### config.mk
export PLATFORM = sky130hd
export DESIGN_NAME = rpelt_div
export DESIGN_NICKNAME = d
export VERILOG_FILES = /design/src/rtl/random_probe_entry_lock_table_unit_macros.svh /design/src/rtl/rpelt_pkg.sv /design/src/rtl/rpelt_div.sv
export SDC_FILE = /design/constraint.sdc
export NUM_CORES = 1
export LEC_CHECK = 0
export BUFFER_PORTS_ARGS = -buffer_cell sky130_fd_sc_hd__buf_2
export CAP_MARGIN = 5
export CORE_UTILIZATION = 55
export CTS_CLUSTER_SIZE = 8
export DETAILED_ROUTE_END_ITERATION = 6
export PLACE_DENSITY_LB_ADDON = 0.05
export SYNTH_ARGS = -nofsm -noshare
export SYNTH_HDL_FRONTEND = slang
export SYNTH_SLANG_ARGS = --single-unit
### constraint.sdc
create_clock -name clk -period 4 [get_ports clk]
set_input_delay 0.8 -clock clk [delete_from_list [all_inputs] [get_ports clk]]
set_output_delay 0.8 -clock clk [all_outputs]
set_load 0.05 [all_outputs]
### src/rtl/random_probe_entry_lock_table_unit_macros.svh
// Assertion macros for the random probe lock table unit.
`ifndef RANDOM_PROBE_ENTRY_LOCK_TABLE_UNIT_MACROS_SVH
`define RANDOM_PROBE_ENTRY_LOCK_TABLE_UNIT_MACROS_SVH

// Same-cycle implication, checked on every clock edge outside reset.
`define RPELT_IMPLY(lbl, ante, cons, msg) \
  lbl: assert property (@(posedge clk) disable iff (!rst_n) (ante) |-> (cons)) else $error(msg);

// Next-cycle implication.
`define RPELT_NEXT(lbl, ante, cons, msg) \
  lbl: assert property (@(posedge clk) disable iff (!rst_n) (ante) |=> (cons)) else $error(msg);

`endif

### src/rtl/rpelt_pkg.sv
// Types and constants shared by the random probe lock table unit.
package rpelt_pkg;

  localparam int unsigned ADDR_BITS = 16;

  localparam logic [63:0] SEED_MUL  = 64'h27BB_2EE6_87B0_B0FD;
  localparam logic [63:0] SEED_ADD  = 64'h0000_0000_B504_F32D;
  localparam logic [63:0] SEED_INIT = 64'h0000_0000_0000_BEEF;

  typedef enum logic [1:0] {
    KIND_GET_VALID = 2'd0,
    KIND_GET_EMPTY = 2'd1,
    KIND_PUT_VALID = 2'd2,
    KIND_PUT_EMPTY = 2'd3
  } kind_e;

  typedef enum logic [2:0] {
    REG_QUEUE_SIZE  = 3'd0,
    REG_PAGE_SIZE   = 3'd1,
    REG_LCG_MODULUS = 3'd2,
    REG_LCG_MULT    = 3'd3,
    REG_LCG_INCR    = 3'd4,
    REG_METRIC_MODE = 3'd5
  } reg_idx_e;

  typedef enum logic [4:0] {
    ST_CLEAR,
    ST_IDLE,
    ST_SEED0,
    ST_SEED1,
    ST_SEED2,
    ST_SEED3,
    ST_FSTART,
    ST_FWAIT,
    ST_IDX,
    ST_IDXW,
    ST_RD,
    ST_CHK,
    ST_MUL,
    ST_ADD,
    ST_STEPW,
    ST_PSTART,
    ST_PWAIT,
    ST_DONE
  } state_e;

  typedef struct packed {
    kind_e       kind;
    logic        use_tag;
    logic [31:0] tag_mask;
    logic [39:0] entry_offset;
    logic [7:0]  entry_pattern;
    logic [31:0] entry_tag;
    logic [31:0] entry_touch;
    logic [63:0] entry_payload;
  } in_t;

  typedef struct packed {
    logic        ok;
    logic [9:0]  slot_index;
    logic [39:0] out_offset;
    logic [7:0]  out_pattern;
    logic [31:0] out_tag;
    logic [31:0] out_touch;
    logic [63:0] out_payload;
  } out_t;

  typedef struct packed {
    logic        lock;
    logic [39:0] offset;
    logic [7:0]  pattern;
    logic [31:0] tag;
    logic [31:0] touch;
    logic [63:0] payload;
  } ent_t;

  typedef struct packed {
    logic [10:0] queue_size;
    logic [32:0] page_size;
    logic [11:0] lcg_modulus;
    logic [10:0] lcg_mult;
    logic [10:0] lcg_incr;
    logic        metric_mode;
  } cfg_t;

  typedef struct packed {
    logic        start;
    logic [6:0]  nbits;
    logic [63:0] dividend;
    logic [32:0] divisor;
  } div_req_t;

  typedef struct packed {
    logic        busy;
    logic        done;
    logic [63:0] quot;
    logic [32:0] rem;
  } div_rsp_t;

  typedef struct packed {
    logic                 we;
    logic [ADDR_BITS-1:0] waddr;
    ent_t                 wdata;
    logic                 re;
    logic [ADDR_BITS-1:0] raddr;
  } mem_req_t;

endpackage

### src/rtl/rpelt_div.sv
// Restoring divider, one quotient bit per cycle, dividend left aligned.
module rpelt_div (
  input  logic                clk,
  input  logic                rst_n,
  input  rpelt_pkg::div_req_t req,
  output rpelt_pkg::div_rsp_t rsp
);
  import rpelt_pkg::*;

  logic        busy_r;
  logic        done_r;
  logic [6:0]  cnt_r;
  logic [32:0] rem_r;
  logic [63:0] dvd_r;
  logic [63:0] quot_r;
  logic [32:0] dsr_r;

  logic [33:0] trial;
  logic        qbit;
  logic [32:0] rem_nxt;

  assign trial   = {rem_r, dvd_r[63]};
  assign qbit    = trial >= {1'b0, dsr_r};
  assign rem_nxt = qbit ? 33'(trial - {1'b0, dsr_r}) : trial[32:0];

  always_ff @(posedge clk) begin
    if (!rst_n) begin
      busy_r <= 1'b0;
      done_r <= 1'b0;
      cnt_r  <= '0;
    end else begin
      done_r <= 1'b0;
      if (req.start) begin
        busy_r <= 1'b1;
        cnt_r  <= req.nbits;
      end else if (busy_r) begin
        cnt_r <= cnt_r - 7'd1;
        if (cnt_r == 7'd1) begin
          busy_r <= 1'b0;
          done_r <= 1'b1;
        end
      end
    end
  end

  always_ff @(posedge clk) begin
    if (req.start) begin
      rem_r  <= '0;
      dvd_r  <= req.dividend;
      dsr_r  <= req.divisor;
      quot_r <= '0;
    end else if (busy_r) begin
      rem_r  <= rem_nxt;
      dvd_r  <= {dvd_r[62:0], 1'b0};
      quot_r <= {quot_r[62:0], qbit};
    end
  end

  assign rsp.busy = busy_r;
  assign rsp.done = done_r;
  assign rsp.quot = quot_r;
  assign rsp.rem  = rem_r;

endmodule

# [Word-level counts from Yosys, hierarchy flattened]
# Index checks and enable logic that the tools add are counted.
[classes] addsub=2 magnitude_cmp=1 eq_ne=1 n_mux=9 bitwise_logic=2 n_reduce_logical=2
[ops] op="$mux 64" count=2
[ops] op="$ge 34x33->1" count=1
[ops] op="$mux 33" count=1
[ops] op="$sub 33x33->33" count=1
[ops] op="$mux 7" count=2
[ops] op="$eq 7x1->1 const B" count=1
[ops] op="$sub 7x1->7 const B" count=1
[ops] op="$mux 1" count=4
[ops] op="$reduce_or 3->1" count=1
[ops] op="$not 1->1" count=2
[ops] op="$reduce_bool 2->1" count=1
[totals] regBits=203 input_bits=107 out_inout_bits=99 word_cells=24

# [Logic depth before layout (Yosys ltp)]
[depth] depth_word=4 mapped_depth=15 ltp_nobuf=13

# [Least setup slack after synthesis]
# Ideal clock, no wire load.
[synth_timing] path_kind="register -> register" from="register rem_r[14]" to="register rem_r[32]" setup_ns=0.095 arrival_time_ns=2.967 required_time_ns=3.905 setup_slack_ns=0.938 stages_incl_launch_ff=12 path_buffers=1 period_less_slack_ns=3.062 path_cell_list="dfxtp_1 ha_1 buf_6 a21o_1 a21o_1 a21oi_2 nor2_1 a221o_2 o41a_1 nand2b_1 mux2_2 a221oi_1"
[synth_via] elab_chain_len=2 word_cells_on_any_way=3 classes_between="add/sub (1); order compare (1); mux (1)"
[synth_lines] item="start, declared" line_no="rpelt_div.sv:13" source="logic [32:0] rem_r;"
[synth_lines] item="start signal, assigned" line_no="rpelt_div.sv:53" source="rem_r <= rem_nxt;"
[synth_lines] item="$sub 33x33->33 or $ge 34x33->1 (tied branches)" line_no="rpelt_div.sv:24, rpelt_div.sv:23"
[synth_lines] item="$mux 33 (*)" line_no="rpelt_div.sv:24" source="assign rem_nxt = qbit ? 33'(trial - {1'b0, dsr_r}) : trial[32:0];"
# Every way passes the cells marked *; elsewhere a longest branch is shown, timed or not.
# A chain may end at the register's enable or synchronous reset.

# [Worst setup path after layout]
[layout_timing] from="register dvd_r[63]" to="register rem_r[7]"
[layout_via] elab_chain_len=2 word_cells_on_any_way=3 classes_between="add/sub (1); order compare (1); mux (1)"
[layout_lines] item="start, declared" line_no="rpelt_div.sv:14" source="logic [63:0] dvd_r;"
[layout_lines] item="start signal, assigned" line_no="rpelt_div.sv:49" source="dvd_r <= req.dividend;"
[layout_lines] item="start signal, assigned" line_no="rpelt_div.sv:54" source="dvd_r <= {dvd_r[62:0], 1'b0};"
[layout_lines] item="$sub 33x33->33 or $ge 34x33->1 (tied branches)" line_no="rpelt_div.sv:24, rpelt_div.sv:23"
[layout_lines] item="$mux 33 (*)" line_no="rpelt_div.sv:24"
# Marks and branches as above.

==> impl_metrics.tcl <==
set metrics [dict create \
    status "finished, final reports clean" \
    dp_hpwl_mm 14.2 \
    layout.nets 1209 \
    dr_total_vias 7007 \
    drc 0 \
    syn_nets 1012 \
    maxCapViolations 0 \
    critPathMaxStageDelay_ns 0.43 \
    synth_top_area_share_pct 30.0 \
    synth.distinct_cells 66 \
    hold_viol 0 \
    hold_path_class "input pin to flop" \
    leakage_nw 5.28 \
    grt_max_degree 94 \
    synthArstFlopShare_pct 0 \
    pre_cts_ws_ns 0.740 \
    synth_top_area_cell "edfxtp_1" \
    critPathKind "flop to flop" \
    fmax_mhz 305 \
    power-per-cell-area_nw_per_um2 471 \
    critPathLaunchType "flop" \
    reg2reg_slack_ns 0.72 \
    cts-hold-fix-buffers 0 \
    postCtsSetupRepairBufs 0 \
    path_max_fanout 17 \
    drtAntennaViolNets 0 \
    fin_crit_ns 3.28 \
    maxSlewViolCount 0 \
    max_slew_margin_pct 52.6 \
    gp_congestion 0.832 \
    grt_pass1_vias 6571 \
    via_per_inst 5.34 \
    grt_use_total_pct 22.5 \
    synth_area_per_cell_um2 11.2 \
    finalSetupViolCount 0 \
    drive_gt1_share_pct 29.9 \
    synth_area_leaders "edfxtp_1 30%, dfxtp_1 22%, mux2i_1 8.1%" \
    htreeDepth 1 \
    yosysSeqAreaShare_pct 51.9 \
    cpMaxStageDelayCell "a221o_2" \
    finalSetupTns_ns 0 \
    die_h_um 135 \
    antenna_found_initial 1 \
    grt_pass1_wl_mm 33.0 \
    die_area_um2 18200 \
    worstHoldPathCells 1 \
    ys_ff_latch 203 \
    clock_sinks 203 \
    port_buffers 205 \
    rsz0062_at_grt "false" \
    syn_area_um2 9690 \
    die_w_um 135 \
    cts_made_buffers 29 \
    synth-main-ff-cell "dfxtp_1" \
    rows 48 \
    ir_drop_mv 0.401 \
    wl_mm 20.7 \
    fin_crit_sh_pct 82.0 \
    cts_tree "built" \
    clkSlewWorstSetupHoldPaths_ns 0.05 \
    area_delta_synth_final_pct 20.7 \
    root_buffer "clkbuf_16" \
    grt_overflow 0 \
    crit_path_cell_trace "inv_1, ha_1, inv_1, fa_1, a21o_1, nand3_1, a31o_1, a21oi_2, a221o_2, o22ai_4, buf_4, buf_4, nand2_1, o41a_1, a211oi_1" \
    wl_per_cell_um 15.7 \
    firstDrtPassIters 5 \
    synth_cells 869 \
    worstMarginPinSlew_ns 0.711 \
    clk_latency_ns 0.53 \
    fillers 1373 \
    critPathArrivalTime_ns 3.71 \
    core_um2 17200 \
    clock_path_buffers 3 \
    ff2ff_path_depth 15 \
    skew_ns 0.0153 \
    cts_resized 0 \
    drt_iter0_drc 319 \
    critPathCaptureType "flop" \
    required_ns 4.43 \
    synth_edf_count 97 \
    io-pin-count 206 \
    synth_warnings 0 \
    layout_setup_ws_ns 0.719 \
    initial_core_util_pct 56.2 \
]
Yosys cell counts, types with 3 or more instances:
library cell	number
o21ai_1	4
and3_1	4
buf_1	6
o21ai_0	15
xnor2_1	12
a211oi_1	28
nor2_1	118
a21o_1	18
nand4_1	6
xor2_1	18
nor3_1	7
o21bai_1	8
mux2i_1	78
a21oi_1	40
buf_6	3
nand2_1	25
ha_1	35
nand2b_1	6
buf_4	4
o31ai_1	3
inv_1	44
dfxtp_1	106
mux2_2	66
nand3_1	8
nor2b_1	9
and2_1	7
or2_2	3
edfxtp_1	97
a31oi_1	8
a31o_1	3
a211o_1	4
clkbuf_1	32
o211ai_1	3
flip-flops by register name, summed over array words and instances (netlist names):
name / count
busy_r: 1
cnt_r: 7
dsr_r: 33
quot_r: 64
rem_r: 33
dvd_r: 64
done_r: 1
critical path, delay by kind of cell (launching register included):
family | cells | cell delay (ns)
buf+inv | 4 | 0.63
simple gates | 2 | 0.17
fa+ha+maj | 2 | 0.56
flops | 1 | 0.38
compound gates | 7 | 1.45
placed cells by master (no fill, tap or decap), types with 29 or more instances in the layout:
cell type / instances
mux2i_1: 78
mux2_2: 66
dfxtp_1: 105
a21oi_1: 40
inv_1: 44
ha_1: 35
clkbuf_16: 29
edfxtp_1: 97
nor2_1: 118
buf_2: 204
where the power goes:
part           internal (mW)  switching, mW
Combinational          0.375          0.523
Clock                   1.35          0.861
Sequential              2.34         0.0746
through the flow:
step	util, %	hold slack [ns]	area, um2	instances	total power [mW]
after floorplan	-	0.523	9690	869	3.13
after global placement	63.1	0.473	10900	1260	3.34
after detailed placement	63.1	0.488	10900	1260	3.34
after CTS	67.9	0.421	11700	1312	5.57
after global routing	67.9	0.421	11700	1312	5.75
final	67.9	0.440	11700	1313	5.51
area by class of cell:
| class | count | area (um2) | share of cell area [%] |
|---|---|---|---|
| Antenna cell | 1 | 2.50 | 0.0214 |
| Clock buffer | 50 | 805 | 6.87 |
| Clock inverter | 2 | 15.0 | 0.128 |
| Inverter | 44 | 165 | 1.41 |
| Multi-Input combinational cell | 573 | 4270 | 36.4 |
| Sequential cell | 203 | 5040 | 43.0 |
| Tap cell | 225 | 282 | 2.41 |
| Timing Repair Buffer | 215 | 1130 | 9.67 |
metal layers:
layer | share of wire (%) | vias to the layer above | GRT usage [%]
met2 | 47 | 176 | 38.0
li1 | - | 3534 | -
met1 | 44 | 3270 | 28.4
met4 | 1.3 | 0 | 4.99
met5 | 0 | - | 0
met3 | 7.5 | 27 | 6.79
path summary, 6_finish.rpt:
path	end	startpoint
worst max register to register	rem_r[7]	dvd_r[63]
worst max-delay path	rem_r[7]	dvd_r[63]
worst min-delay path	dsr_r[8]	req[8]
worst min register to register	quot_r[63]	quot_r[63]
kinds of logic after synthesis:
kind of cell	after synthesis	share of synthesized area, %
AOI/OAI and AO/OA	156	11.1
xor gates and xnor gates	30	2.71
adders and majority gates	36	4.72
buffers and inverters	93	4.14
DFF	203	51.9
muxes	144	15.7
and+or+nand+nor	207	9.64
No activity file was read; power rests on OpenSTA's default activity.
