--- src/rtl/random_probe_entry_lock_table_unit_macros.svh ---
// Assertion macros for the random probe lock table unit.
`ifndef RANDOM_PROBE_ENTRY_LOCK_TABLE_UNIT_MACROS_SVH
`define RANDOM_PROBE_ENTRY_LOCK_TABLE_UNIT_MACROS_SVH

// Same-cycle implication, checked on every clock edge outside reset.
`define RPELT_IMPLY(lbl, ante, cons, msg) \
  lbl: assert property (@(posedge clk) disable iff (!rst_n) (ante) |-> (cons)) else $error(msg);

// Next-cycle implication.
`define RPELT_NEXT(lbl, ante, cons, msg) \
  lbl: assert property (@(posedge clk) disable iff (!rst_n) (ante) |=> (cons)) else $error(msg);

`endif

--- src/rtl/rpelt_pkg.sv ---
// Types and constants shared by the random probe lock table unit.
package rpelt_pkg;

  localparam int unsigned ADDR_BITS = 16;

  localparam logic [63:0] SEED_MUL  = 64'h27BB_2EE6_87B0_B0FD;
  localparam logic [63:0] SEED_ADD  = 64'h0000_0000_B504_F32D;
  localparam logic [63:0] SEED_INIT = 64'h0000_0000_0000_BEEF;

  typedef enum logic [1:0] {
    KIND_GET_VALID = 2'd0,
    KIND_GET_EMPTY = 2'd1,
    KIND_PUT_VALID = 2'd2,
    KIND_PUT_EMPTY = 2'd3
  } kind_e;

  typedef enum logic [2:0] {
    REG_QUEUE_SIZE  = 3'd0,
    REG_PAGE_SIZE   = 3'd1,
    REG_LCG_MODULUS = 3'd2,
    REG_LCG_MULT    = 3'd3,
    REG_LCG_INCR    = 3'd4,
    REG_METRIC_MODE = 3'd5
  } reg_idx_e;

  typedef enum logic [4:0] {
    ST_CLEAR,
    ST_IDLE,
    ST_SEED0,
    ST_SEED1,
    ST_SEED2,
    ST_SEED3,
    ST_FSTART,
    ST_FWAIT,
    ST_IDX,
    ST_IDXW,
    ST_RD,
    ST_CHK,
    ST_MUL,
    ST_ADD,
    ST_STEPW,
    ST_PSTART,
    ST_PWAIT,
    ST_DONE
  } state_e;

  typedef struct packed {
    kind_e       kind;
    logic        use_tag;
    logic [31:0] tag_mask;
    logic [39:0] entry_offset;
    logic [7:0]  entry_pattern;
    logic [31:0] entry_tag;
    logic [31:0] entry_touch;
    logic [63:0] entry_payload;
  } in_t;

  typedef struct packed {
    logic        ok;
    logic [9:0]  slot_index;
    logic [39:0] out_offset;
    logic [7:0]  out_pattern;
    logic [31:0] out_tag;
    logic [31:0] out_touch;
    logic [63:0] out_payload;
  } out_t;

  typedef struct packed {
    logic        lock;
    logic [39:0] offset;
    logic [7:0]  pattern;
    logic [31:0] tag;
    logic [31:0] touch;
    logic [63:0] payload;
  } ent_t;

  typedef struct packed {
    logic [10:0] queue_size;
    logic [32:0] page_size;
    logic [11:0] lcg_modulus;
    logic [10:0] lcg_mult;
    logic [10:0] lcg_incr;
    logic        metric_mode;
  } cfg_t;

  typedef struct packed {
    logic        start;
    logic [6:0]  nbits;
    logic [63:0] dividend;
    logic [32:0] divisor;
  } div_req_t;

  typedef struct packed {
    logic        busy;
    logic        done;
    logic [63:0] quot;
    logic [32:0] rem;
  } div_rsp_t;

  typedef struct packed {
    logic                 we;
    logic [ADDR_BITS-1:0] waddr;
    ent_t                 wdata;
    logic                 re;
    logic [ADDR_BITS-1:0] raddr;
  } mem_req_t;

endpackage

--- src/rtl/rpelt_cfg.sv ---
// Configuration register file behind the APB-style port.
module rpelt_cfg (
  input  logic            clk,
  input  logic            rst_n,
  input  logic            psel,
  input  logic            penable,
  input  logic            pwrite,
  input  logic [5:0]      paddr,
  input  logic [63:0]     pwdata,
  output logic [63:0]     prdata,
  output rpelt_pkg::cfg_t cfg
);
  import rpelt_pkg::*;

  cfg_t     cfg_r;
  logic     wr_en;
  reg_idx_e sel;

  assign wr_en = psel && penable && pwrite;
  assign sel   = reg_idx_e'(paddr[5:3]);

  always_ff @(posedge clk) begin
    if (!rst_n) begin
      cfg_r.queue_size  <= 11'd0;
      cfg_r.page_size   <= 33'd1048576;
      cfg_r.lcg_modulus <= 12'd1;
      cfg_r.lcg_mult    <= 11'd1;
      cfg_r.lcg_incr    <= 11'd1;
      cfg_r.metric_mode <= 1'b0;
    end else if (wr_en) begin
      unique case (sel)
        REG_QUEUE_SIZE:  cfg_r.queue_size  <= pwdata[10:0];
        REG_PAGE_SIZE:   cfg_r.page_size   <= pwdata[32:0];
        REG_LCG_MODULUS: cfg_r.lcg_modulus <= pwdata[11:0];
        REG_LCG_MULT:    cfg_r.lcg_mult    <= pwdata[10:0];
        REG_LCG_INCR:    cfg_r.lcg_incr    <= pwdata[10:0];
        REG_METRIC_MODE: cfg_r.metric_mode <= pwdata[0];
        default: ;
      endcase
    end
  end

  always_comb begin
    unique case (sel)
      REG_QUEUE_SIZE:  prdata = 64'(cfg_r.queue_size);
      REG_PAGE_SIZE:   prdata = 64'(cfg_r.page_size);
      REG_LCG_MODULUS: prdata = 64'(cfg_r.lcg_modulus);
      REG_LCG_MULT:    prdata = 64'(cfg_r.lcg_mult);
      REG_LCG_INCR:    prdata = 64'(cfg_r.lcg_incr);
      REG_METRIC_MODE: prdata = 64'(cfg_r.metric_mode);
      default:         prdata = '0;
    endcase
  end

  assign cfg = cfg_r;

endmodule

--- config.mk ---
export PLATFORM = sky130hd
export DESIGN_NAME = rpelt_cfg
export DESIGN_NICKNAME = d
export VERILOG_FILES = /design/src/rtl/random_probe_entry_lock_table_unit_macros.svh /design/src/rtl/rpelt_pkg.sv /design/src/rtl/rpelt_cfg.sv
export SDC_FILE = /design/constraint.sdc
export NUM_CORES = 1
export LEC_CHECK = 0
export BUFFER_PORTS_ARGS = -buffer_cell sky130_fd_sc_hd__clkbuf_2
export CAP_MARGIN = 10
export CORE_MARGIN = 2
export CORE_UTILIZATION = 35
export DETAILED_ROUTE_END_ITERATION = 12
export HOLD_SLACK_MARGIN = 0.1
export PLACE_DENSITY = 0.79
export SLEW_MARGIN = 25
export SYNTH_ARGS = -nofsm -noshare
export SYNTH_HDL_FRONTEND = slang
export SYNTH_SLANG_ARGS = --single-unit
--- constraint.sdc ---
create_clock -name clk -period 1.5 [get_ports clk]
set_clock_uncertainty 0.05 [all_clocks]
set_input_delay 0.3 -clock clk [delete_from_list [all_inputs] [get_ports clk]]
set_output_delay 0.3 -clock clk [all_outputs]
set_load 0.03 [all_outputs]
=== Word level (Yosys, flattened, before mapping) ===
Cells that the tools add are included.

* Equal/unequal tests: 5
* Multiplexer cells: 1
* Reductions and logical operators: 9

{| class="wikitable"
|+ Operators with widths
! kind !! number
|-
| $pmux W33 S6 || 1
|-
| $reduce_and A2 Y1 || 6
|-
| $eq A3 B2 Y1 const B || 2
|-
| $eq A3 B3 Y1 const B || 2
|-
| $eq A3 B1 Y1 const B || 1
|-
| $logic_not A3 Y1 || 1
|-
| $logic_and A1 B1 Y1 || 2
|}

* Flip-flop bits (word level): 79
* Input bits: 75
* Logic and storage cells: 21

=== Logic depth before layout (Yosys ltp) ===
Gate-level depths: netlist (run 1).

* Word-level depth: 3
* Gate-level depth with buffers: 5
* Mapped depth without buffers: 3

=== Worst setup path before layout (run 1) ===
OpenSTA, ideal clock, no wires.

* Path kind: input to output
* Start: input paddr[4]
* End: output prdata[10]
* Stages: 5
* Buffers on the path: 3
* Required time: 1.150 ns
* Arrival: 1.582 ns
* Setup slack: -0.432 ns
* Path through: buf_2 > buf_2 > clkbuf_1 > a22oi_1 > o22ai_1

* Longest elaborated chain between the ends: 2
* Elaborated cells on any way between the ends: 7
* Those cells by class: 5 x eq/ne; 1 x mux; 1 x reduce/logical

{| class="wikitable"
|+ RTL lines
! item !! line !! text
|-
| from (decl) || rpelt_cfg.sv:8 || <nowiki>input logic [5:0] paddr,</nowiki>
|-
| $eq A3 B3 Y1, or another cell as far along || rpelt_cfg.sv:44 || <nowiki>unique case (sel)</nowiki>
|-
| $pmux W33 S6 * || rpelt_cfg.sv:44 ||
|-
| to (decl) || rpelt_cfg.sv:10 || <nowiki>output logic [63:0] prdata,</nowiki>
|}

Mark *: on every way between the ends. The rest lies on a longest branch, timed or not.

=== Final worst setup path (run 1) ===
* Start: register cfg_r, in the netlist cfg[23]
* End: output prdata[0]

* Longest elaborated chain between the ends: 1

{| class="wikitable"
|+ RTL lines
! item !! line !! text
|-
| from (decl) || rpelt_cfg.sv:15 || <nowiki>cfg_t cfg_r;</nowiki>
|-
| $pmux W33 S6 || rpelt_cfg.sv:44 ||
|}

Every way passes these cells.

==> metrics.csv, run 1 <==
stage,metric,value,unit
status,status,finished with violations,
status,failing checks,setup timing,
clock_network,clock sinks,79,
placed_design,HPWL after detailed placement,8.42,mm
detailed_routing,Pre-antenna DRT Iters,6,
layout,area delta synth->final,43.2,%
synthesis,"EDFF count, synth",0,
synthesis,Synth top area share,0.409,
synthesis,synthesized area,0.00387,sq mm
floorplan,# rows,38,
clock_network,H-tree depth,3,
grt,gr usage total,0.183,
sta,worst setup margin,-0.243,ns
clock_network,Max clock buf depth,2,
synthesis,leading cell types by count after synthesis,"107 x nand2_1, 86 x mux2i_1, 79 x dfxtp_1",
synthesis,most frequent cell after synthesis,nand2_1,
synthesis,synthesized area per cell,9.24,sq um
clock_network,Root Buffer,clkbuf_8,
placed_design,I/O Buffers,152,
grt,largest net degree at the start of global routing,27,
critical_path,Worst R2R Start,cfg[23],
sta,"Period Utilization, post-route",1.16,
layout,"Design Area, Final",0.00554,sq mm
clock_network,clk slew on worst S/H paths,0.08,ns
grt,vias in the first global route,3355,
power,Pwr per Cell Area,804,mW/mm^2
power,total power,4460,uW
clock_network,worst skew pair latency,0.34,ns
placed_design,placer congestion estimate,0.761,
floorplan,Initial Utilization,0.359,
critical_path,CP endpoint kind,output pin,
detailed_routing,DR WL/cell,15.0,um
detailed_routing,routed wire length,11.2,mm
layout,NumNets Final,672,
sta,RSZ-0062 raised after global routing,yes,
synthesis,Area contributors post-synth,"dfxtp_1 41%, mux2i_1 22%, nand2_1 10%",
synthesis,Yosys reg bits,79,
layout,Finished Layout Cells,742,
sta,Max Fclk,574,MHz
synthesis,Synth Flop Type,dfxtp_1,
placed_design,Inst Count DP,719,
grt,first-pass GRT wire length,16.6,mm
hold_path,HP Start,pwdata[15],
critical_path,CP Class,register to output pin,
hold_path,HP Class,input pin to register,
detailed_routing,Vias,3536,
synthesis,ys async rst share,0,
sta,final setup vio count,32,
layout,layout cells sized above 1,0.470,
critical_path,Worst Setup SP,cfg[23],
clock_network,CTS tree,built,
critical_path,crit start category,register,
detailed_routing,vias per cell,4.77,
placed_design,placed cell area,0.00503,sq mm
synthesis,Syn. warnings,0,
synthesis,Mapped Cells,419,
synthesis,register area share after synthesis,0.409,
critical_path,Critical Path RT,1.15,ns
power,leakage power,0.00243,uW
run,# Max-Cap Violations,0,
layout,fillers,940,
sta,Final Hold Vio Count,0,
synthesis,Synth area leader,dfxtp_1,
floorplan,die area,0.0119,sq mm
sta,max-slew violation count,0,
detailed_routing,Starting DRT DRC Count,202,
floorplan,IO Count,218,
synthesis,Unique masters post-synth,31,
clock_network,hold_buf cts,0,
critical_path,crit-path max FO,2,
floorplan,Die Wd,109,um
detailed_routing,DRC viols,0,
layout,Antenna Cells,0,
power,VDD IR max,0.496,mV
floorplan,core area,0.0108,sq mm
grt,GR Overflow Total,0,
sta,min Tclk post-route,1.74,ns
grt,initial antenna violation count,0,
detailed_routing,ANT nets after route,0,
floorplan,die height,109,um
layout,max reg flops,79,
clock_network,TritonCTS buffer count,9,
critical_path,Worst Path Arrival,1.39,ns
## per-layer routing
layer,global-route usage,vias to the layer above,wire length [um]
met5,0,-,0
met4,0.0778,0,262
met3,0.0472,17,806
met2,0.314,153,5350
met1,0.216,1660,4740
li1,-,1706,-
## through the flow
stage / setup WS (ns) / TNS (ns) / hold slack (ns) / util
3_3_place_gp: -0.329 / -20.48 / 0.406 / 0.466
4_1_cts: -0.272 / -5.05 / 0.109 / 0.509
3_5_place_dp: -0.371 / -23.04 / 0.419 / 0.466
5_1_grt: -0.308 / -6.12 / 0.109 / 0.513
2_1_floorplan: -0.0604 / -0.266 / 0.392 / -
6_report: -0.243 / -4.60 / 0.120 / 0.513
## path summary, 6_finish.rpt
kind	endpoint	slack [ns]	depth (start not counted)
worst max-delay path	prdata[0]	-0.24	4
worst min-delay path	cfg[50]	0.12	3
worst max register to register	cfg[23]	0.70	3
worst min register to register	cfg[22]	0.42	2
## report_power, final
| part | leakage, uW | switching (uW) | internal, uW |
|---|---|---|---|
| logic | 0.00167 | 383 | 194 |
| registers | 0.000642 | 12.8 | 2110 |
| clock network | 0.000116 | 780 | 977 |
| total | 0.00243 | 1180 | 3280 |
## worst max-delay path, cell delays in order, from the launching register on
cell and delay (ns):
dfxtp_2 0.33, mux2_2 0.27, a22oi_2 0.17, o21ai_1 0.10, buf_4 0.18
## cell type report
class / instances / area, sq um / area share
timing repair buffer: 196 / 1330 / 0.240
clock buffer: 10 / 138 / 0.0248
clock inverter: 6 / 83.8 / 0.0151
multi-input combinational: 310 / 2210 / 0.399
tap: 140 / 175 / 0.0316
inverter: 1 / 3.75 / 0.000677
sequential: 79 / 1600 / 0.288
## cells by family (layout without fill, tap and decap cells)
| family | count (synthesis) | in the layout | share of synthesized area |
|---|---|---|---|
| other cells | 1 | 31 | 0.000969 |
| simple gates | 148 | 148 | 0.177 |
| flops | 79 | 79 | 0.409 |
| compound gates | 37 | 37 | 0.0676 |
| mux | 94 | 94 | 0.246 |
| buf+inv | 60 | 213 | 0.101 |
## repair_timing
| action | in CTS | in global routing |
|---|---|---|
| buffers inserted | 4 | 3 |
| resized for setup | 66 | 21 |
| setup endpoints to repair | 37 | 37 |
| pin swaps | 2 | 0 |
| gates cloned | 0 | 0 |
## cell usage in the layout, fill, tap and decap left out, types with 4 or more instances in the layout
cell,instances
a22oi_1,5
a22oi_2,8
and2_4,20
buf_12,9
buf_2,4
buf_4,41
clkbuf_2,116
clkbuf_4,17
clkbuf_8,16
conb_1,31
dfxtp_1,67
dfxtp_2,12
mux2_2,5
mux2i_1,86
nand2_1,107
nor2b_1,6
o21a_2,4
o21ai_1,4
o22ai_2,5
o2bb2ai_1,4
Note: power is estimated with default switching activity, not from simulation.
==> inputs of run 2 (changes only) <==
Settings changed: ABC_AREA set to 1, PLACE_DENSITY 0.79 to 0.77.
==> run 2 against run 1 <==
The flow still finishes with violations (setup timing); synthesized cell count increased by 63%; non-clock buffer count increased by 8; core utilization increased by 1.3 points; global-route usage increased by 2.4 points; register-to-register slack improved by 0.06 ns; worst setup slack improved by 0.14 ns; sequential share of layout area decreased by 3.8 points; cell area increased by 15%; largest cell class unchanged; largest power group unchanged.
==> metrics.csv, run 2 <==
stage,metric,value,unit,change
layout,"commonest non-fill, non-tap cell in the layout",nor2_1,,
sta,Final Hold Vio Count,0,,unchanged
critical_path,crit-path max FO,7,,+5
sta,worst setup margin,-0.106,ns,+0.137 ns
synthesis,Synth Flop Type,dfxtp_1,,
floorplan,Die Wd,115,um,+5.7%
floorplan,Initial Utilization,0.360,,+0.00170
clock_network,H-tree depth,3,,unchanged
sta,Max Fclk,623,MHz,+8.5%
detailed_routing,vias per cell,4.60,,-3.5%
run,# Max-Cap Violations,0,,unchanged
hold_path,HP Class,input pin to register,,
grt,GR Overflow Total,0,,unchanged
clock_network,worst skew pair latency,0.33,ns,about the same
critical_path,CP endpoint kind,output pin,,
sta,final setup vio count,31,,-3.1%
detailed_routing,routed wire length,14.1,mm,+26%
layout,"commonest cells after routing, fill and taps aside","176 x nor2_1, 116 x clkbuf_2, 110 x nand2_1",,
floorplan,IO Count,218,,unchanged
grt,vias in the first global route,4262,,+27%
clock_network,clock sinks,79,,unchanged
layout,max reg flops,79,,unchanged
clock_network,clk slew on worst S/H paths,0.06,ns,-0.02 ns
floorplan,core area,0.0121,sq mm,+12%
detailed_routing,Starting DRT DRC Count,293,,+45%
clock_network,TritonCTS buffer count,9,,unchanged
placed_design,I/O Buffers,152,,unchanged
status,failing checks,setup timing,,
grt,largest net degree at the start of global routing,36,,+33%
critical_path,crit start category,input pin,,
sta,RSZ-0062 raised after global routing,yes,,
grt,gr usage total,0.208,,+0.0245
detailed_routing,DRC viols,0,,unchanged
power,leakage power,0.00305,uW,+26%
synthesis,Syn. warnings,0,,unchanged
sta,max-slew violation count,0,,unchanged
floorplan,# rows,40,,+5.3%
status,status,finished with violations,,
floorplan,die area,0.0133,sq mm,+12%
synthesis,leading cell types by count after synthesis,"202 x nor2_1, 135 x nand2_1, 80 x nand3_1",,
layout,Util after Layout,0.526,,+0.0127
sta,min Tclk post-route,1.61,ns,-0.137 ns
detailed_routing,DR WL/cell,13.7,um,-9.1%
synthesis,Mapped Cells,685,,+63%
layout,"Design Area, Final",0.00635,sq mm,+15%
placed_design,post-place setup slack,-0.233,ns,+0.138 ns
clock_network,CTS tree,built,,
layout,NumNets Final,932,,+39%
synthesis,register area share after synthesis,0.364,,-0.0447
floorplan,die height,115,um,+5.7%
critical_path,Critical Path RT,1.15,ns,about the same
synthesis,Unique masters post-synth,22,,-29%
detailed_routing,ANT nets after route,0,,unchanged
placed_design,placer congestion estimate,0.857,,+13%
synthesis,ys async rst share,0,,unchanged
power,VDD IR max,0.522,mV,+5.2%
critical_path,CP cell instances,clkbuf_16 > nor2_4 > clkbuf_16 > nand3_2 > nand2_2 > nor2_4 > nand2_2 > buf_8,,
synthesis,Synth area leader,dfxtp_1,,
critical_path,CP Class,input pin to output pin,,
placed_design,placed cell area,0.00541,sq mm,+7.4%
synthesis,synthesized area per cell,6.34,sq um,-31%
layout,Antenna Cells,0,,unchanged
detailed_routing,Pre-antenna DRT Iters,5,,-1
synthesis,synthesized area,0.00435,sq mm,+12%
synthesis,most frequent cell after synthesis,nor2_1,,
clock_network,Max clock buf depth,2,,unchanged
layout,area delta synth->final,46.0,%,
synthesis,Synth top area share,0.364,,-0.0447
layout,layout cells sized above 1,0.348,,-0.122
detailed_routing,Vias,4739,,+34%
placed_design,HPWL after detailed placement,9.72,mm,+16%
grt,first-pass GRT wire length,21.6,mm,+30%
clock_network,Root Buffer,clkbuf_16,,
synthesis,Yosys reg bits,79,,unchanged
synthesis,"EDFF count, synth",0,,unchanged
critical_path,slowest cell delay on critical path,0.22,ns,-0.11 ns
power,Pwr per Cell Area,779,mW/mm^2,-3.1%
grt,initial antenna violation count,0,,unchanged
synthesis,Area contributors post-synth,"dfxtp_1 36%, nor2_1 17%, nand2_1 12%",,
critical_path,Worst Path Arrival,1.26,ns,-0.13 ns
sta,"Period Utilization, post-route",1.07,,-0.0914
critical_path,Crit-path slowest cell,nor2_4,,
## run 2: worst max-delay path: cells and delay by family
kind	cells	cell delay [ns]
AND/OR/NAND/NOR	5	0.47
buffers and inverters	3	0.47
## run 2: path summary, 6_finish.rpt
| check | start | end | slack, ns | cells after the start |
|---|---|---|---|---|
| setup / recovery | paddr[3] | prdata[10] | -0.11 | 8 |
| hold / removal | pwdata[20] | cfg[55] | 0.12 | 3 |
| setup reg to reg | cfg[28] | cfg[28] | 0.76 | 2 |
| hold reg to reg | cfg[38] | cfg[38] | 0.45 | 2 |
## run 2: area by class of cell
cell class / count / area, sq um
Clock buffer: 10 / 229
Fill cell: 1127 / 5720
Tap cell: 168 / 210
Timing Repair Buffer: 204 / 1680
Clock inverter: 6 / 37.5
Sequential cell: 79 / 1590
Inverter: 79 / 319
Multi-Input combinational cell: 484 / 2280
## run 2: timing repair
action | in CTS | in global routing
gates resized for setup | 105 | 77
pin swaps | 12 | 22
setup endpoints to repair | 33 | 33
setup buffers | 6 | 2
gates cloned | 1 | 1
hold buffers | 0 | 0
## run 2: through the flow
stage	total power [uW]	hold WS, ns	cells	setup TNS (ns)
floorplan	2710	0.376	715	-1.35
CTS	4920	0.121	1027	-1.53
global placement	2870	0.438	1004	-9.11
detailed placement	2880	0.440	1004	-10.68
global route	5110	0.131	1030	-2.86
finish	4950	0.123	1030	-1.86
## run 2: cells by family after synthesis
logic type	Yosys count	share of synthesized area
simple gates	444	0.434
compound gates	9	0.0104
other cells	1	0.000863
flops	79	0.364
buf+inv	152	0.191
## run 2: layer usage
layer  vias to the layer above  share of wire  wire (um)  track usage
met1                      2163           0.41       5740        0.266
met3                        28          0.082       1160       0.0486
li1                       2365              -          -            -
met4                         0          0.024        341       0.0731
met5                         -              0          0            0
met2                       183           0.49       6850        0.344
## run 2: power by group
part / internal (uW) / switching (uW) / leakage [uW]
Clock: 1110 / 885 / 0.000124
Combinational: 282 / 517 / 0.00229
Sequential: 2130 / 24.1 / 0.000639
==> inputs of run 3 (changes only) <==
Settings changed: PLACE_DENSITY 0.77 to 0.75, TNS_END_PERCENT set to 20.
Clock period 1.5 ns to 2 ns, I/O delays scaled along.
==> run 3 against run 2 <==
The flow now finishes without violations; critical path depth down 1; via count decreased by 7.8%; combinational power decreased by 40%; largest cell class unchanged; largest power group is now clock; highest routed layer unchanged.
==> metrics.csv, run 3 (synthesized netlist as in run 2, its figures left out) <==
stage,metric,value,unit,change
detailed_routing,routed wire length,12.7,mm,-9.9%
detailed_routing,DRC viols,0,,unchanged
critical_path,"setup slack, reg-to-reg",1.30,ns,+0.54 ns
power,sw power,1010,uW,-29%
layout,NumNets Final,906,,-2.8%
run,# Max-Cap Violations,0,,unchanged
layout,layout cells sized above 1,0.251,,-0.0965
layout,Antenna Cells,0,,unchanged
placed_design,placer congestion estimate,0.849,,-0.89%
clock_network,Post-CTS Setup Bufs,0,,-6
clock_network,clock sinks,79,,unchanged
grt,first-pass GRT wire length,19.9,mm,-7.5%
layout,Sequential Area,0.00158,sq mm,-0.32%
sta,min Tclk post-route,1.92,ns,
power,leakage power,0.00276,uW,-9.6%
floorplan,die area,0.0133,sq mm,unchanged
sta,"Period Utilization, post-route",0.959,,
detailed_routing,Starting DRT DRC Count,297,,+1.4%
clock_network,Max clock buf depth,2,,unchanged
layout,fillers,1287,,+14%
clock_network,hold_buf cts,0,,unchanged
layout,area delta synth->final,27.0,%,
clock_network,CTS tree,built,,
sta,setup TNS,0,ns,+1.86 ns
floorplan,IO Count,218,,unchanged
sta,Max Fclk,521,MHz,
power,VDD IR max,0.481,mV,-7.9%
placed_design,HPWL after detailed placement,9.38,mm,-3.6%
layout,Util after Layout,0.457,,-0.0688
power,Logic pwr share,0.127,,-0.035
status,status,completed,,
critical_path,CP Class,input pin to output pin,,
grt,largest net degree at the start of global routing,80,,+120%
sta,Final Hold Vio Count,0,,unchanged
clock_network,H-tree depth,3,,unchanged
critical_path,Worst Path Arrival,1.47,ns,+0.21 ns
detailed_routing,vias per cell,4.35,,-5.4%
power,clock power share,0.452,,+0.048
clock_network,clk slew on worst S/H paths,0.06,ns,about the same
floorplan,Die Wd,115,um,unchanged
layout,"commonest non-fill, non-tap cell in the layout",nor2_1,,
floorplan,core area,0.0121,sq mm,unchanged
placed_design,I/O Buffers,152,,unchanged
sta,final setup vio count,0,,-100%
critical_path,Critical Path RT,1.55,ns,+0.40 ns
hold_path,HP Class,input pin to register,,
floorplan,# rows,40,,unchanged
clock_network,worst skew pair latency,0.32,ns,about the same
power,fraction of power spent switching nets,0.264,,-0.0240
grt,gr usage total,0.192,,-0.0159
power,internal power,2810,uW,-20%
detailed_routing,DR WL/cell,12.7,um,-7.4%
layout,max reg flops,79,,unchanged
layout,"commonest cells after routing, fill and taps aside","202 x nor2_1, 150 x clkbuf_2, 135 x nand2_1",,
detailed_routing,Vias,4367,,-7.8%
critical_path,CP endpoint kind,output pin,,
power,Sequential Power Share,0.421,,-0.014
grt,vias in the first global route,3853,,-9.6%
floorplan,Initial Utilization,0.360,,unchanged
grt,initial antenna violation count,0,,unchanged
power,Pwr per Cell Area,693,mW/mm^2,-11%
floorplan,die height,115,um,unchanged
clock_network,TritonCTS buffer count,9,,unchanged
layout,Multi-input gate area,0.00206,sq mm,-9.7%
sta,max-slew violation count,0,,unchanged
detailed_routing,Pre-antenna DRT Iters,4,,-1
critical_path,crit start category,input pin,,
critical_path,crit-path max FO,7,,unchanged
detailed_routing,ANT nets after route,0,,unchanged
clock_network,Root Buffer,clkbuf_16,,
grt,GR Overflow Total,0,,unchanged
## run 3: power groups by stage
| stage | registers, uW | logic (uW) | clock network, uW |
|---|---|---|---|
| 3_3_place_gp | 1640 | 478 | 0 |
| 2_1_floorplan | 1680 | 352 | 0 |
| 3_5_place_dp | 1650 | 480 | 0 |
| 6_report | 1610 | 484 | 1730 |
| 5_1_grt | 1610 | 531 | 1830 |
| 4_1_cts | 1610 | 481 | 1750 |
## run 3: cell type report
class	instances	share of cell area
Tap cell	168	0.0381
Inverter	79	0.0556
Timing Repair Buffer	178	0.190
Multi-Input combinational cell	484	0.374
Sequential cell	79	0.287
Clock inverter	6	0.0156
Clock buffer	9	0.0408
## run 3: critical path: stages
cell      delay, ns
buf_2          0.22
nand2_1        0.10
nor2_2         0.16
buf_4          0.19
a21oi_1        0.12
nand2_1        0.08
clkbuf_2       0.20
## run 3: worst paths after layout
path / from / endpoint / cells after the start
hold reg to reg: cfg[54] / cfg[54] / 2
hold / removal: pwdata[20] / cfg[55] / 3
setup / recovery: paddr[4] / prdata[4] / 7
setup reg to reg: cfg[2] / cfg[2] / 2
## run 3: repair_timing
item | CTS | global route
endpoints found under the setup margin | 0 | 18
endpoints found under the hold margin | 0 | 0
resized for setup | 0 | 5
## run 3: stage by stage
stage          hold slack, ns  power [uW]  area, sq um  worst slack (ns)  instances
2_1_floorplan           0.476        2030         4460             0.232        715
3_3_place_gp            0.438        2120         5190            0.0395        988
3_5_place_dp            0.442        2130         5190            0.0455        988
4_1_cts                 0.225        3850         5500            0.0402       1003
5_1_grt                 0.250        3970         5520          -0.00140       1003
6_report                0.231        3820         5520            0.0824       1003
## run 3: metal layers
| layer | vias up | global-route usage | part of all wire |
|---|---|---|---|
| met3 | 13 | 0.0476 | 0.080 |
| met1 | 1924 | 0.256 | 0.44 |
| li1 | 2307 | - | - |
| met5 | - | 0 | 0 |
| met2 | 123 | 0.308 | 0.47 |
| met4 | 0 | 0.0554 | 0.014 |
